**config.mk**
```make
export PLATFORM = sky130hd
export DESIGN_NAME = convex_template_support_descriptor_top_flat
export DESIGN_NICKNAME = d
export VERILOG_FILES = /design/src/rtl/ctsd_pkg.sv /design/src/rtl/ctsd_stream_if.sv /design/src/rtl/ctsd_datapath.sv /design/src/rtl/ctsd_ctrl.sv /design/src/rtl/convex_template_support_descriptor_top.sv /design/src/flat_wrapper.sv
export SDC_FILE = /design/constraint.sdc
export NUM_CORES = 1
export LEC_CHECK = 0
export BUFFER_PORTS_ARGS = -buffer_cell sky130_fd_sc_hd__buf_4
export CORE_ASPECT_RATIO = 0.8
export CORE_MARGIN = 2
export CORE_UTILIZATION = 54
export CTS_CLUSTER_SIZE = 28
export DETAILED_ROUTE_END_ITERATION = 10
export PLACE_DENSITY = 0.77
export SLEW_MARGIN = 10
export SYNTH_ARGS = -nofsm -noshare
export SYNTH_HDL_FRONTEND = slang
export SYNTH_HIERARCHICAL = 1
export SYNTH_SLANG_ARGS = --single-unit
```
**constraint.sdc**
```tcl
create_clock -name clk -period 14.3 [get_ports clk]
set_input_delay 2.86 -clock clk [delete_from_list [all_inputs] [get_ports clk]]
set_output_delay 2.86 -clock clk [all_outputs]
set_load 0.05 [all_outputs]
```
**src/rtl/ctsd_pkg.sv**
```systemverilog
// Package with the constants, types and helper functions of the convex template support descriptor.
package ctsd_pkg;

    localparam int MaxDirs   = 32;
    localparam int DirBits   = 5;
    localparam int CoordBits = 16;

    localparam logic [1:0] KIND_ROW = 2'd0;
    localparam logic [1:0] KIND_INV = 2'd1;
    localparam logic [1:0] KIND_VTX = 2'd2;

    typedef struct packed {
        logic [1:0]         kind;
        logic [4:0]         slot;
        logic signed [23:0] comp_x;
        logic signed [15:0] comp_y;
        logic signed [15:0] comp_z;
        logic               seg_end;
    } in_item_t;

    typedef struct packed {
        logic [4:0]         desc_index;
        logic signed [31:0] desc_value;
        logic               desc_last;
    } out_item_t;

    // Command from the controller to the datapath.
    typedef struct packed {
        logic        load;       // capture the accepted item
        logic        vtx_clr;    // clear vertex accumulator
        logic        vtx_mac;    // accumulate one vertex product (component comp)
        logic        vtx_upd;    // saturate and update the maximum of row idx
        logic        t_clr;
        logic        t_mac;      // accumulate A[idx][comp] * d[idx] into t
        logic        t_fin;      // shift and saturate t[comp]
        logic        u_clr;
        logic        u_mac;      // accumulate Inv[idx3][comp] * t[comp]
        logic        u_fin;      // shift and saturate u[idx]
        logic        e_mac;      // accumulate A[idx][comp] * u[comp]
        logic        e_out;      // form the result of row idx into the output register
        logic        first;
        logic [1:0]  comp;
        logic [4:0]  idx;
        logic        last;
    } ctrl_t;

    function automatic logic signed [31:0] sat32(input logic signed [63:0] v);
        if (v > 64'sd2147483647)
            return 32'sh7fffffff;
        else if (v < -64'sd2147483648)
            return 32'sh80000000;
        else
            return v[31:0];
    endfunction

    function automatic logic signed [37:0] sat38(input logic signed [63:0] v);
        if (v > 64'sh1f_ffff_ffff)
            return 38'sh1f_ffff_ffff;
        else if (v < -64'sh20_0000_0000)
            return 38'sh20_0000_0000;
        else
            return v[37:0];
    endfunction

endpackage

```
**src/rtl/ctsd_stream_if.sv**
```systemverilog
// Valid-ready channel interface carrying one payload.
interface ctsd_stream_if #(parameter type payload_t = logic) (input logic clk);
    logic     valid;
    logic     ready;
    payload_t data;

    modport source (output valid, output data, input ready);
    modport sink (input valid, input data, output ready);
endinterface

```
**src/rtl/ctsd_datapath.sv**
```systemverilog
// Datapath: template and inverse stores, support maxima, shared multiply-accumulate unit.
module ctsd_datapath (
    input  logic                clk,
    input  ctsd_pkg::ctrl_t     ctrl,
    input  ctsd_pkg::in_item_t  item,
    output ctsd_pkg::out_item_t res
);
    import ctsd_pkg::*;

    logic signed [15:0] rows_reg [MaxDirs][3];
    logic signed [23:0] inv_reg [9];
    logic signed [31:0] dmax_reg [MaxDirs];
    logic signed [37:0] t_reg [3];
    logic signed [37:0] u_reg [3];
    logic signed [63:0] acc_reg;
    in_item_t           it_reg;
    out_item_t          res_reg;

    logic signed [63:0] prod;
    logic signed [23:0] opa;
    logic signed [37:0] opb;
    logic signed [63:0] acc_sum;
    logic signed [37:0] vx;
    logic signed [37:0] vy;
    logic signed [37:0] vz;
    logic [3:0]         inv_idx;
    logic signed [31:0] dotv;

    assign vx = 38'(signed'(it_reg.comp_x[CoordBits-1:0]));
    assign vy = 38'(signed'(it_reg.comp_y[CoordBits-1:0]));
    assign vz = 38'(signed'(it_reg.comp_z[CoordBits-1:0]));
    assign inv_idx = 4'(ctrl.idx[1:0] * 3) + 4'(ctrl.comp);

    always_comb
    begin
        opa = 24'(rows_reg[ctrl.idx][ctrl.comp]);
        opb = 38'sd0;
        if (ctrl.vtx_mac)
        begin
            case (ctrl.comp)
                2'd0: opb = vx;
                2'd1: opb = vy;
                default: opb = vz;
            endcase
        end
        else if (ctrl.t_mac)
            opb = 38'(dmax_reg[ctrl.idx]);
        else if (ctrl.u_mac)
        begin
            opa = inv_reg[inv_idx];
            opb = t_reg[ctrl.comp];
        end
        else
            opb = u_reg[ctrl.comp];
        prod = 64'(opa) * 64'(opb);
        acc_sum = acc_reg + prod;
        dotv = sat32(acc_reg);
    end

    always_ff @(posedge clk)
    begin
        if (ctrl.load)
        begin
            it_reg <= item;
            if (item.kind == KIND_ROW)
            begin
                rows_reg[item.slot][0] <= item.comp_x[15:0];
                rows_reg[item.slot][1] <= item.comp_y;
                rows_reg[item.slot][2] <= item.comp_z;
            end
            if (item.kind == KIND_INV && item.slot < 5'd9)
                inv_reg[item.slot[3:0]] <= item.comp_x;
        end
        if (ctrl.vtx_clr || ctrl.t_clr || ctrl.u_clr)
            acc_reg <= 64'sd0;
        else if (ctrl.vtx_mac || ctrl.t_mac || ctrl.u_mac || ctrl.e_mac)
            acc_reg <= acc_sum;
        if (ctrl.vtx_upd)
        begin
            if (ctrl.first || dotv > dmax_reg[ctrl.idx])
                dmax_reg[ctrl.idx] <= dotv;
        end
        if (ctrl.t_fin)
            t_reg[ctrl.comp] <= sat38(acc_reg >>> 14);
        if (ctrl.u_fin)
            u_reg[ctrl.idx[1:0]] <= sat38(acc_reg >>> 16);
        if (ctrl.e_out)
        begin
            res_reg.desc_index <= ctrl.idx;
            res_reg.desc_value <= sat32(64'(dmax_reg[ctrl.idx]) - (acc_reg >>> 14));
            res_reg.desc_last  <= ctrl.last;
        end
    end

    assign res = res_reg;
endmodule

```
**src/rtl/ctsd_ctrl.sv**
```systemverilog
// Controller state machine sequencing vertex updates and the descriptor pass.
module ctsd_ctrl (
    input  logic                clk,
    input  logic                rst_n,
    input  logic                in_valid,
    input  ctsd_pkg::in_item_t  in_data,
    output logic                in_ready,
    output logic                out_valid,
    input  logic                out_ready,
    input  logic [5:0]          dirs_in_use,
    output ctsd_pkg::ctrl_t     ctrl
);
    import ctsd_pkg::*;

    localparam logic [3:0] S_IDLE = 4'd0;
    localparam logic [3:0] S_VMAC = 4'd1;
    localparam logic [3:0] S_VUPD = 4'd2;
    localparam logic [3:0] S_TMAC = 4'd3;
    localparam logic [3:0] S_TFIN = 4'd4;
    localparam logic [3:0] S_UMAC = 4'd5;
    localparam logic [3:0] S_UFIN = 4'd6;
    localparam logic [3:0] S_EMAC = 4'd7;
    localparam logic [3:0] S_EOUT = 4'd8;
    localparam logic [3:0] S_WAIT = 4'd9;

    logic [3:0] state_reg, state_next;
    logic [1:0] comp_reg, comp_next;
    logic [4:0] idx_reg, idx_next;
    logic       first_reg, first_next;
    logic       end_reg, end_next;
    logic       ov_reg, ov_next;
    logic [4:0] nlast;
    logic       accept;

    always_comb
    begin
        if (dirs_in_use == 6'd0)
            nlast = 5'd0;
        else if (dirs_in_use > 6'(MaxDirs))
            nlast = 5'(MaxDirs - 1);
        else
            nlast = 5'(dirs_in_use - 6'd1);
    end

    assign in_ready = (state_reg == S_IDLE);
    assign accept = in_valid && in_ready;
    assign out_valid = ov_reg;

    always_comb
    begin
        state_next = state_reg;
        comp_next  = comp_reg;
        idx_next   = idx_reg;
        first_next = first_reg;
        end_next   = end_reg;
        ov_next    = ov_reg;
        ctrl = '0;
        ctrl.comp  = comp_reg;
        ctrl.idx   = idx_reg;
        ctrl.first = first_reg;
        ctrl.last  = (idx_reg == nlast);
        ctrl.load  = accept;
        case (state_reg)
            S_IDLE:
            begin
                if (accept && in_data.kind == KIND_VTX)
                begin
                    end_next   = in_data.seg_end;
                    idx_next   = '0;
                    comp_next  = '0;
                    ctrl.vtx_clr = 1'b1;
                    state_next = S_VMAC;
                end
            end
            S_VMAC:
            begin
                ctrl.vtx_mac = 1'b1;
                if (comp_reg == 2'd2)
                    state_next = S_VUPD;
                else
                    comp_next = comp_reg + 2'd1;
            end
            S_VUPD:
            begin
                ctrl.vtx_upd = 1'b1;
                ctrl.vtx_clr = 1'b1;
                comp_next = '0;
                if (idx_reg == 5'(MaxDirs - 1))
                begin
                    first_next = 1'b0;
                    idx_next   = '0;
                    ctrl.t_clr = 1'b1;
                    state_next = end_reg ? S_TMAC : S_IDLE;
                end
                else
                begin
                    idx_next   = idx_reg + 5'd1;
                    state_next = S_VMAC;
                end
            end
            S_TMAC:
            begin
                ctrl.t_mac = 1'b1;
                if (idx_reg == nlast)
                    state_next = S_TFIN;
                else
                    idx_next = idx_reg + 5'd1;
            end
            S_TFIN:
            begin
                ctrl.t_fin = 1'b1;
                ctrl.t_clr = 1'b1;
                idx_next = '0;
                if (comp_reg == 2'd2)
                begin
                    comp_next  = '0;
                    state_next = S_UMAC;
                end
                else
                begin
                    comp_next  = comp_reg + 2'd1;
                    state_next = S_TMAC;
                end
            end
            S_UMAC:
            begin
                ctrl.u_mac = 1'b1;
                if (comp_reg == 2'd2)
                    state_next = S_UFIN;
                else
                    comp_next = comp_reg + 2'd1;
            end
            S_UFIN:
            begin
                ctrl.u_fin = 1'b1;
                ctrl.u_clr = 1'b1;
                comp_next = '0;
                if (idx_reg == 5'd2)
                begin
                    idx_next   = '0;
                    state_next = S_EMAC;
                end
                else
                begin
                    idx_next   = idx_reg + 5'd1;
                    state_next = S_UMAC;
                end
            end
            S_EMAC:
            begin
                ctrl.e_mac = 1'b1;
                if (comp_reg == 2'd2)
                    state_next = S_EOUT;
                else
                    comp_next = comp_reg + 2'd1;
            end
            S_EOUT:
            begin
                if (!ov_reg || out_ready)
                begin
                    ctrl.e_out = 1'b1;
                    ctrl.u_clr = 1'b1;
                    ov_next    = 1'b1;
                    comp_next  = '0;
                    if (idx_reg == nlast)
                    begin
                        first_next = 1'b1;
                        state_next = S_WAIT;
                    end
                    else
                    begin
                        idx_next   = idx_reg + 5'd1;
                        state_next = S_EMAC;
                    end
                end
            end
            S_WAIT:
            begin
                state_next = S_IDLE;
            end
            default:
            begin
                state_next = S_IDLE;
            end
        endcase
        if (ov_reg && out_ready && !ctrl.e_out)
            ov_next = 1'b0;
    end

    always_ff @(posedge clk or negedge rst_n)
    begin
        if (!rst_n)
        begin
            state_reg <= S_IDLE;
            comp_reg  <= '0;
            idx_reg   <= '0;
            first_reg <= 1'b1;
            end_reg   <= 1'b0;
            ov_reg    <= 1'b0;
        end
        else
        begin
            state_reg <= state_next;
            comp_reg  <= comp_next;
            idx_reg   <= idx_next;
            first_reg <= first_next;
            end_reg   <= end_next;
            ov_reg    <= ov_next;
        end
    end
endmodule

```
**src/rtl/convex_template_support_descriptor_top.sv**
```systemverilog
// Top level: APB register, controller and datapath of the support descriptor block.
// Each vertex is reduced against all 32 directions through the single shared
// multiply-accumulate unit; no new item is accepted until that is done. A last vertex then
// emits the n descriptor transfers, one result register deep, stalling on out_ch.ready.
// Asynchronous active-low reset clears the control state, sets dirs_in_use to 32 and
// marks the next vertex as first; the support maxima reload from that first vertex.
module convex_template_support_descriptor_top (
    input  logic        clk,
    input  logic        rst_n,
    ctsd_stream_if.sink   in_ch,
    ctsd_stream_if.source out_ch,
    input  logic        psel,
    input  logic        penable,
    input  logic        pwrite,
    input  logic [1:0]  paddr,
    input  logic [31:0] pwdata,
    output logic [31:0] prdata,
    output logic        pready
);
    import ctsd_pkg::*;

    logic [5:0] dirs_reg;
    ctrl_t      ctrl;
    in_item_t   item;
    out_item_t  res;

    assign pready = 1'b1;
    assign prdata = (paddr == 2'd0) ? {26'd0, dirs_reg} : 32'd0;

    always_ff @(posedge clk or negedge rst_n)
    begin
        if (!rst_n)
            dirs_reg <= 6'd32;
        else if (psel && penable && pwrite && paddr == 2'd0)
            dirs_reg <= pwdata[5:0];
    end

    assign item = in_ch.data;

    ctsd_ctrl u_ctrl (
        .clk         (clk),
        .rst_n       (rst_n),
        .in_valid    (in_ch.valid),
        .in_data     (item),
        .in_ready    (in_ch.ready),
        .out_valid   (out_ch.valid),
        .out_ready   (out_ch.ready),
        .dirs_in_use (dirs_reg),
        .ctrl        (ctrl)
    );

    ctsd_datapath u_dp (
        .clk  (clk),
        .ctrl (ctrl),
        .item (item),
        .res  (res)
    );

    assign out_ch.data = res;
endmodule
```
**src/flat_wrapper.sv**
```systemverilog
// flat-port wrapper written by rule: the top's interface ports become plain ports
module convex_template_support_descriptor_top_flat import ctsd_pkg::*;
  (clk, rst_n, psel, penable, pwrite, paddr, pwdata, prdata, pready, in_ch_valid, in_ch_data, in_ch_ready, out_ch_valid, out_ch_data, out_ch_ready);
  ctsd_stream_if in_ch_i (.clk(clk));
  ctsd_stream_if out_ch_i (.clk(clk));
  input  logic clk;
  input  logic rst_n;
  input  logic psel;
  input  logic penable;
  input  logic pwrite;
  input  logic [1:0] paddr;
  input  logic [31:0] pwdata;
  output logic [31:0] prdata;
  output logic pready;
  input wire logic [$bits(in_ch_i.valid)-1:0] in_ch_valid;
  input wire logic [$bits(in_ch_i.data)-1:0] in_ch_data;
  output wire logic [$bits(in_ch_i.ready)-1:0] in_ch_ready;
  output wire logic [$bits(out_ch_i.valid)-1:0] out_ch_valid;
  output wire logic [$bits(out_ch_i.data)-1:0] out_ch_data;
  input wire logic [$bits(out_ch_i.ready)-1:0] out_ch_ready;
  assign in_ch_i.valid = in_ch_valid;
  assign in_ch_i.data = in_ch_data;
  assign in_ch_ready = in_ch_i.ready;
  assign out_ch_valid = out_ch_i.valid;
  assign out_ch_data = out_ch_i.data;
  assign out_ch_i.ready = out_ch_ready;
  convex_template_support_descriptor_top u_core (.clk(clk), .rst_n(rst_n), .in_ch(in_ch_i), .out_ch(out_ch_i), .psel(psel), .penable(penable), .pwrite(pwrite), .paddr(paddr), .pwdata(pwdata), .prdata(prdata), .pready(pready));
endmodule
```
Yosys cells after proc, flatten, opt, wreduce, memory -nomap -nowiden:

Cells that the tools add are included.

* add/subtract/negate cells: 3
* multiply operators: 0
* divide/modulo/power cells: 0
* $lt $le $gt $ge: 1
* equal/unequal tests: 18
* shift-type cells: 0
* multiplexer cells: 27
* bitwise gates (word level): 1
* reduce and logical (&&, ||, !) cells: 21

Operators with widths (count)
* $pmux W4 S9: 1
* $mux W5: 6
* $pmux W5 S5: 1
* $mux W4: 6
* $eq A4 B3 Y1 const B: 4
* $ne A2 B2 Y1 const B: 6
* $eq A4 B2 Y1 const B: 2
* $mux W2: 4
* $pmux W2 S4: 1
* $gt A6 B6 Y1 const B: 1
* $logic_not A6 Y1: 1
* $mux W1: 6
* $mux W6: 1
* $reduce_and A6 Y1: 1
* $add A5 B1 Y5 const B: 1
* $eq A5 B2 Y1 const B: 1
* $eq A5 B5 Y1: 1
* $eq A5 B5 Y1 const B: 1
* $logic_and A1 B1 Y1: 5
* $reduce_bool A5 Y1: 1
* $sub A5 B1 Y5 const B: 1
* $eq A4 B1 Y1 const B: 1
* $eq A4 B4 Y1 const B: 1
* $logic_not A4 Y1: 1
* other kinds (13): 16

* register bits: 19
* bits in latches: 0
* bits in writable memories: 0
* bits in read-only memories: 0
* bits of input ports: 42
* output and inout bits: 36
* logic and storage cells: 77
* memories: 0

Logic depth before layout (Yosys ltp):

Gate-level depths: netlist of the first run.

* depth after elaboration: 8
* mapped depth: 10
* depth with buffers taken out: 9

Modules after synthesis:

Netlist of the first run, hierarchy kept.

Modules (own cells, without submodules)
* ctsd_datapath: instances 1, cells each 10160, area each 158823.6 µm², sequential area each 94070.2 µm²
* ctsd_ctrl: instances 1, cells each 160, area each 1327.5 µm², sequential area each 351.6 µm²
* convex_template_support_descriptor_top: instances 1, cells each 49, area each 506.7 µm², sequential area each 151.4 µm²

Least setup slack after synthesis of the first run:

OpenSTA, ideal clock, no wires.

* path kind: register to register
* from: register u_core.u_ctrl.idx_reg[1]
* to: register, netlist name u_core/u_dp/acc_reg[62]
* setup time: 0.141 ns
* data arrival time: 12.162 ns
* slack: 1.997 ns
* stages on the path, launching flop included: 45
* period minus slack after synthesis: 12.303 ns
* path through: dfrtp_1 > buf_2 > buf_2 > buf_2 > buf_1 > clkbuf_1 > clkbuf_1 > inv_1 > fa_1 > inv_1 > ha_1 > inv_1 > fa_1 > clkbuf_1 > buf_1 > buf_1 > mux2i_1 > a21oi_1 > [9 not listed] > fa_1 > fa_1 > fa_1 > inv_1 > fa_1 > inv_1 > ha_1 > clkbuf_1 > a21o_1 > a21o_1 > a21oi_1 > nor2b_1 > o21ai_0 > nand2b_1 > a21oi_1 > or4b_2 > a41oi_1 > o311ai_0

RTL lines
* start: declaration: RTL line ctsd_ctrl.sv:28 `logic [4:0] idx_reg, idx_next;`
* start signal: assignment: RTL line ctsd_ctrl.sv:205 `idx_reg <= idx_next;`

Final worst setup path of the first run:

* from: input port paddr[1]
* to: output port prdata[4]

* word-level cells in the longest chain between the ends: 2

RTL lines
* start: declaration: RTL line flat_wrapper.sv:11 `input logic [1:0] paddr;`
* $logic_not A2 Y1: RTL line convex_template_support_descriptor_top.sv:28 `assign prdata = (paddr == 2'd0) ? {26'd0, dirs_reg} : 32'd0;`
* $mux W6: RTL line convex_template_support_descriptor_top.sv:28
* end: declaration: RTL line flat_wrapper.sv:13 `output logic [31:0] prdata;`

No other way between the ends.

==> out/summary.txt, run 1 <==
status: finished, final reports clean
setup ws final: 7940 ps
initial antenna violation count: 0
Setup WS pre-CTS: 7940 ps
final net count: 272
FILL cells: 269
Row Count: 18
postcts setup bufs: 0
GR Overflow Total: 0
# port buffers: 24
RSZ-0062 raised after global routing: false
n_diodes: 0
CTS tree: done
Final Hold Vio Count: 0
Post-DP HPWL: 2.49 mm
CTS Buf Count: 3
core area: 3130 sq um
global-route wire length before repair: 5.51 mm
Max stage delay on crit path: 190 ps
final instance area: 1930 sq um
die footprint: 3780 sq um
layout cell share with drive strength beyond 1: 24.0%
total power draw: 347 uW
First-pass DRT Iterations: 4
P_int: 181 uW
# IOs: 78
Post-Syn Area: 1780 sq um
Max FO, Critical Path: 7
Yosys Warn Count: 6
setup TNS: 0 ps
CTS-repair resized insts: 0
Hold Crit Class: reg -> reg
Iteration-0 DRC Markers: 61
H-tree lvl count: 1
DR vias/cell: 5.24
power per cell area: 179 nW/um^2
Required @ worst endpoint: 11,440 ps
CP max stage cell: buf_4
clock transition at the registers of the reported paths: 70 ps
Clock power frac: 12.3%
Worst-Skew Late Latency: 260 ps
Hold WS: 544 ps
DRT antenna net count: 0
mean post-synth cell area: 9.01 sq um
max-cap violation count: 0
Sw Share: 47.9%
placed cells: 257
vias in the first global route: 1,187
endpoint type of the worst setup path: output port
Switching Power: 166 uW
Leak: 0.909 nW
final setup skew: 1.84 ps
Combinational Power Share: 57.7%
Bufs on Longest Clock Path: 2
Crit path arrival time: 3500 ps
endpoints failing setup: 0
placed cell area: 1880 sq um
final core utilization: 61.8%
vias: 1,367
largest net degree at the start of global routing: 20
worst-margin pin slew: 572 ps
Initial Util: 57.0%
cell count after synthesis: 198
wire per inst: 12.4 um
CTS Sinks: 20
max reg flops: 6
GPL Wtd Cong: 0.842
fin crit period: 6360 ps
Die X: 68.3 um
final non-filler cell total: 261
Area Overhead vs Synth: 8.42%
CP Launch Type: primary input
final-report max-slew violation count: 0
CP delay by family, top: simple AND/OR/NAND/NOR gates
Rel. slew slack: 61.3%
worst path cell trace: buf_4, nor2_4, and2_2, buf_4
fin crit share: 44.5%
CTS Root Cell: clkbuf_8
peak supply drop: 0.0974 mV
Die Ht: 55.4 um
post-cts hold buffer count: 0
Critical Path Most Common Cell: buf_4
CP bufs+invs: 2
GRT Util Overall: 18.8%
DRT Wirelength: 3.23 mm
Seq pwr share: 29.9%
fmax: 157 MHz
R2R Setup Slk: 11,800 ps
kind of critical path: in -> out
Post-route DRC: 0
power by group through the flow:
stage | Clock [mW] | Combinational [mW] | Sequential [mW]
after detailed placement | 0 | 0.198 | 0.104
after floorplan | 0 | 0.182 | 0.0901
final | 0.0428 | 0.200 | 0.104
after global routing | 0.0468 | 0.226 | 0.108
after global placement | 0 | 0.193 | 0.104
after CTS | 0.0445 | 0.199 | 0.103
metal layers:
metal | vias to the layer above | part of all wire [%] | global-route usage (%)
li1 | 678 | - | -
met1 | 633 | 49 | 29.2
met2 | 52 | 43 | 25.7
met3 | 4 | 6.6 | 4.89
met4 | 0 | 0.93 | 4.57
met5 | - | 0 | 0
cell type report:
| type | instances | area (sq um) | area share (%) |
|---|---|---|---|
| inverter | 12 | 45.0 | 2.33 |
| timing repair buffer | 24 | 180 | 9.31 |
| clock buffer | 4 | 55.1 | 2.85 |
| sequential | 20 | 507 | 26.2 |
| tap | 40 | 50.0 | 2.59 |
| multi-input combinational | 161 | 1100 | 56.7 |
path summary, 6_finish.rpt:
check                                         from  depth (start not counted)                          to
max reg2reg                     u_core/dirs_reg[0]                          9  u_core/u_ctrl/state_reg[2]
max in group asynchronous                    rst_n                          1          u_core/dirs_reg[5]
min in group asynchronous                    rst_n                          1          u_core/dirs_reg[2]
min                        u_core/u_ctrl/out_valid                          2     u_core/u_ctrl/out_valid
min reg2reg                u_core/u_ctrl/out_valid                          2     u_core/u_ctrl/out_valid
max                                       paddr[1]                          4                   prdata[4]
worst reg2reg max path: cells and delay by family, from the launching register on:
kind / cells / cell delay (ps)
DFF: 1 / 430
adders and majority gates: 1 / 280
muxes: 1 / 330
buffers and inverters: 1 / 100
AOI/OAI and AO/OA: 3 / 390
and+or+nand+nor: 3 / 900
layout by cell type (no fill, tap or decap), types with 5 or more instances in the layout:
cell and n:
dfrtp_1 18, buf_4 24, nand2b_1 9, and2_2 6, ha_1 8, conb_1 29, nand2_1 11, inv_1 12
nor3_1 5, a21oi_1 11, nor2_1 11, o21ai_0 7, mux2_2 8
No activity file was read; power rests on OpenSTA's default activity.
==> run 2, diff against run 1 <==
- PLACE_DENSITY: 0.77 -> 0.79
- clock period: 14.3 -> 5.1 ns (I/O delays scaled with it)
==> run 2 against run 1 <==
  * Clock power increased to 2.8 times the previous value
  * Cell area stayed put
  * Clock skew is 4.5 ps higher
  * Critical endpoint is now prdata[3]
  * Critical path depth did not move
  * Via count shrank 3.0%
  * Wire length rose by 2.9%
  * Sequential power rose to 2.8 times the previous value
  * Utilization is the same
  * Die area did not move
  * Setup slack got worse by 5500 ps
  * Largest cell class unchanged
  * Worst hold slack worse by 7.0 ps
==> out/summary.txt, run 2 (synthesis results as in run 1) <==
max reg flops: 6 (unchanged)
DRT Wirelength: 3.32 mm (+2.9%)
fin crit share: 52.8%
initial antenna violation count: 0 (unchanged)
Hold Crit Class: reg -> reg
layout cell share with drive strength beyond 1: 24.0% (unchanged)
Critical Path Most Common Cell: buf_4
Iteration-0 DRC Markers: 52 (-15%)
Initial Util: 57.0% (unchanged)
CTS tree: done
GRT Util Overall: 18.7% (-0.10 points)
R2R Path End: u_core/u_ctrl/state_reg[2]
CP Launch Type: primary input
Hold Path Sink: u_core/u_ctrl/out_valid
Post-route DRC: 0 (unchanged)
First-pass DRT Iterations: 4 (unchanged)
most common cell after layout, fill and taps aside: conb_1
Area Overhead vs Synth: 8.42% (unchanged)
post-cts hold buffer count: 0 (unchanged)
CTS-repair resized insts: 0 (unchanged)
Switching Power: 468 uW (+180%)
clock transition at the registers of the reported paths: 80 ps (about the same)
Worst-Skew Late Latency: 260 ps (about the same)
DRT antenna net count: 0 (unchanged)
r2r startpoint: u_core/dirs_reg[0]
Clock power frac: 12.4% (about the same)
RSZ-0062 raised after global routing: false
Required @ worst endpoint: 4080 ps (-7360 ps)
endpoints failing setup: 0 (unchanged)
Combinational Power Share: 57.6% (about the same)
# port buffers: 24 (unchanged)
CP delay by family, top: simple AND/OR/NAND/NOR gates
Leak: 0.909 nW (unchanged)
cells on worst reg2reg path: 9 (unchanged)
Bufs on Longest Clock Path: 2 (unchanged)
Row Count: 18 (unchanged)
global-route wire length before repair: 5.47 mm (-0.64%)
CTS Sinks: 20 (unchanged)
Max stage delay on crit path: 190 ps (about the same)
Crit path arrival time: 1670 ps (-1830 ps)
largest net degree at the start of global routing: 20 (unchanged)
most frequent cells in the layout: 29 x conb_1, 24 x buf_4, 18 x dfrtp_1, 12 x inv_1
CP bufs+invs: 2 (unchanged)
n_diodes: 0 (unchanged)
vias: 1,326 (-3.0%)
final net count: 272 (unchanged)
DR vias/cell: 5.08 (-3.0%)
HP Start: u_core/u_ctrl/out_valid
Die Ht: 55.4 um (unchanged)
Post-DP HPWL: 2.62 mm (+5.2%)
GPL Wtd Cong: 0.847 (+0.61%)
final setup skew: 6.30 ps (+4.46 ps)
Seq pwr share: 30.0% (about the same)
peak supply drop: 0.322 mV (+230%)
final-report max-slew violation count: 0 (unchanged)
# IOs: 78 (unchanged)
wire per inst: 12.7 um (+2.9%)
setup TNS: 0 ps (unchanged)
endpoint type of the worst setup path: output port
max-cap violation count: 0 (unchanged)
GR Overflow Total: 0 (unchanged)
power per cell area: 504 nW/um^2 (+180%)
Max FO, Critical Path: 7 (unchanged)
vias in the first global route: 1,204 (+1.4%)
H-tree lvl count: 1 (unchanged)
die footprint: 3780 sq um (unchanged)
CTS Root Cell: clkbuf_8
CP max stage cell: buf_4
CTS Buf Count: 3 (unchanged)
hold path cells: 2 (unchanged)
Sw Share: 48.0% (+0.13 points)
fin crit period: 2690 ps
status: finished, final reports clean
fmax: 371 MHz
Die X: 68.3 um (unchanged)
worst path cell trace: buf_4, nor2_4, and2_2, buf_4
core area: 3130 sq um (unchanged)
R2R Setup Slk: 2630 ps (-9170 ps)
Hold WS: 537 ps (-6.99 ps)
kind of critical path: in -> out
P_int: 507 uW (+180%)
worst-margin pin slew: 596 ps (+23.6 ps)
Rel. slew slack: 59.7% (-1.6 points)
Final Hold Vio Count: 0 (unchanged)
postcts setup bufs: 0 (unchanged)
## run 2: cell type report
type | count | area, sq um
inverter | 12 | 45.0
timing repair buffer | 24 | 180
fill | 281 | 1200
sequential | 20 | 507
multi-input combinational | 161 | 1100
tap | 40 | 50.0
clock buffer | 4 | 55.1
## run 2: power groups by stage
stage	sequential, mW	combinational, mW	clock [mW]
after floorplan	0.253	0.510	0
after global placement	0.293	0.542	0
after detailed placement	0.294	0.561	0
after CTS	0.291	0.562	0.126
after global routing	0.302	0.621	0.132
final	0.293	0.561	0.121
## run 2: metal layers
| metal | track usage (%) | routed length (um) | vias up |
|---|---|---|---|
| met5 | 0 | 0 | - |
| met4 | 2.86 | 33 | 0 |
| met3 | 4.28 | 198 | 4 |
| met2 | 28.8 | 1550 | 40 |
| met1 | 27.1 | 1540 | 601 |
| li1 | - | - | 681 |
## run 2: metrics by stage
| stage | setup WS [ps] | utilization [%] | instances | cell area, sq um | total power [mW] |
|---|---|---|---|---|---|
| 2_1_floorplan | 1870 | - | 225 | 1890 | 0.763 |
| 3_3_place_gp | 2420 | 60.0 | 257 | 1880 | 0.836 |
| 3_5_place_dp | 2400 | 60.0 | 257 | 1880 | 0.855 |
| 4_1_cts | 2400 | 61.8 | 261 | 1930 | 0.979 |
| 5_1_grt | 2350 | 61.8 | 261 | 1930 | 1.06 |
| 6_report | 2410 | 61.8 | 261 | 1930 | 0.975 |
## run 2: how the worst max path moves through the flow
| stage | cells past startpoint | endpoint | slack [ps] | start |
|---|---|---|---|---|
| after global placement | 4 | prdata[3] | 2420 | paddr[1] |
| after detailed placement | 4 | prdata[3] | 2400 | paddr[1] |
| after CTS | 4 | prdata[3] | 2400 | paddr[1] |
| after floorplan | 2 | in_ch_ready | 1870 | u_core/u_ctrl/state_reg[1] |
| final | 4 | prdata[3] | 2410 | paddr[1] |
| after global routing | 4 | prdata[4] | 2350 | paddr[1] |
## run 2: worst reg2reg max path: stages, from the launching register on
cell	delay, ps
dfrtp_1	430
inv_1	90
ha_1	220
nor4b_4	140
maj3_1	380
xnor2_1	150
nor3_2	220
and4_1	360
mux2_4	330
o22ai_2	80
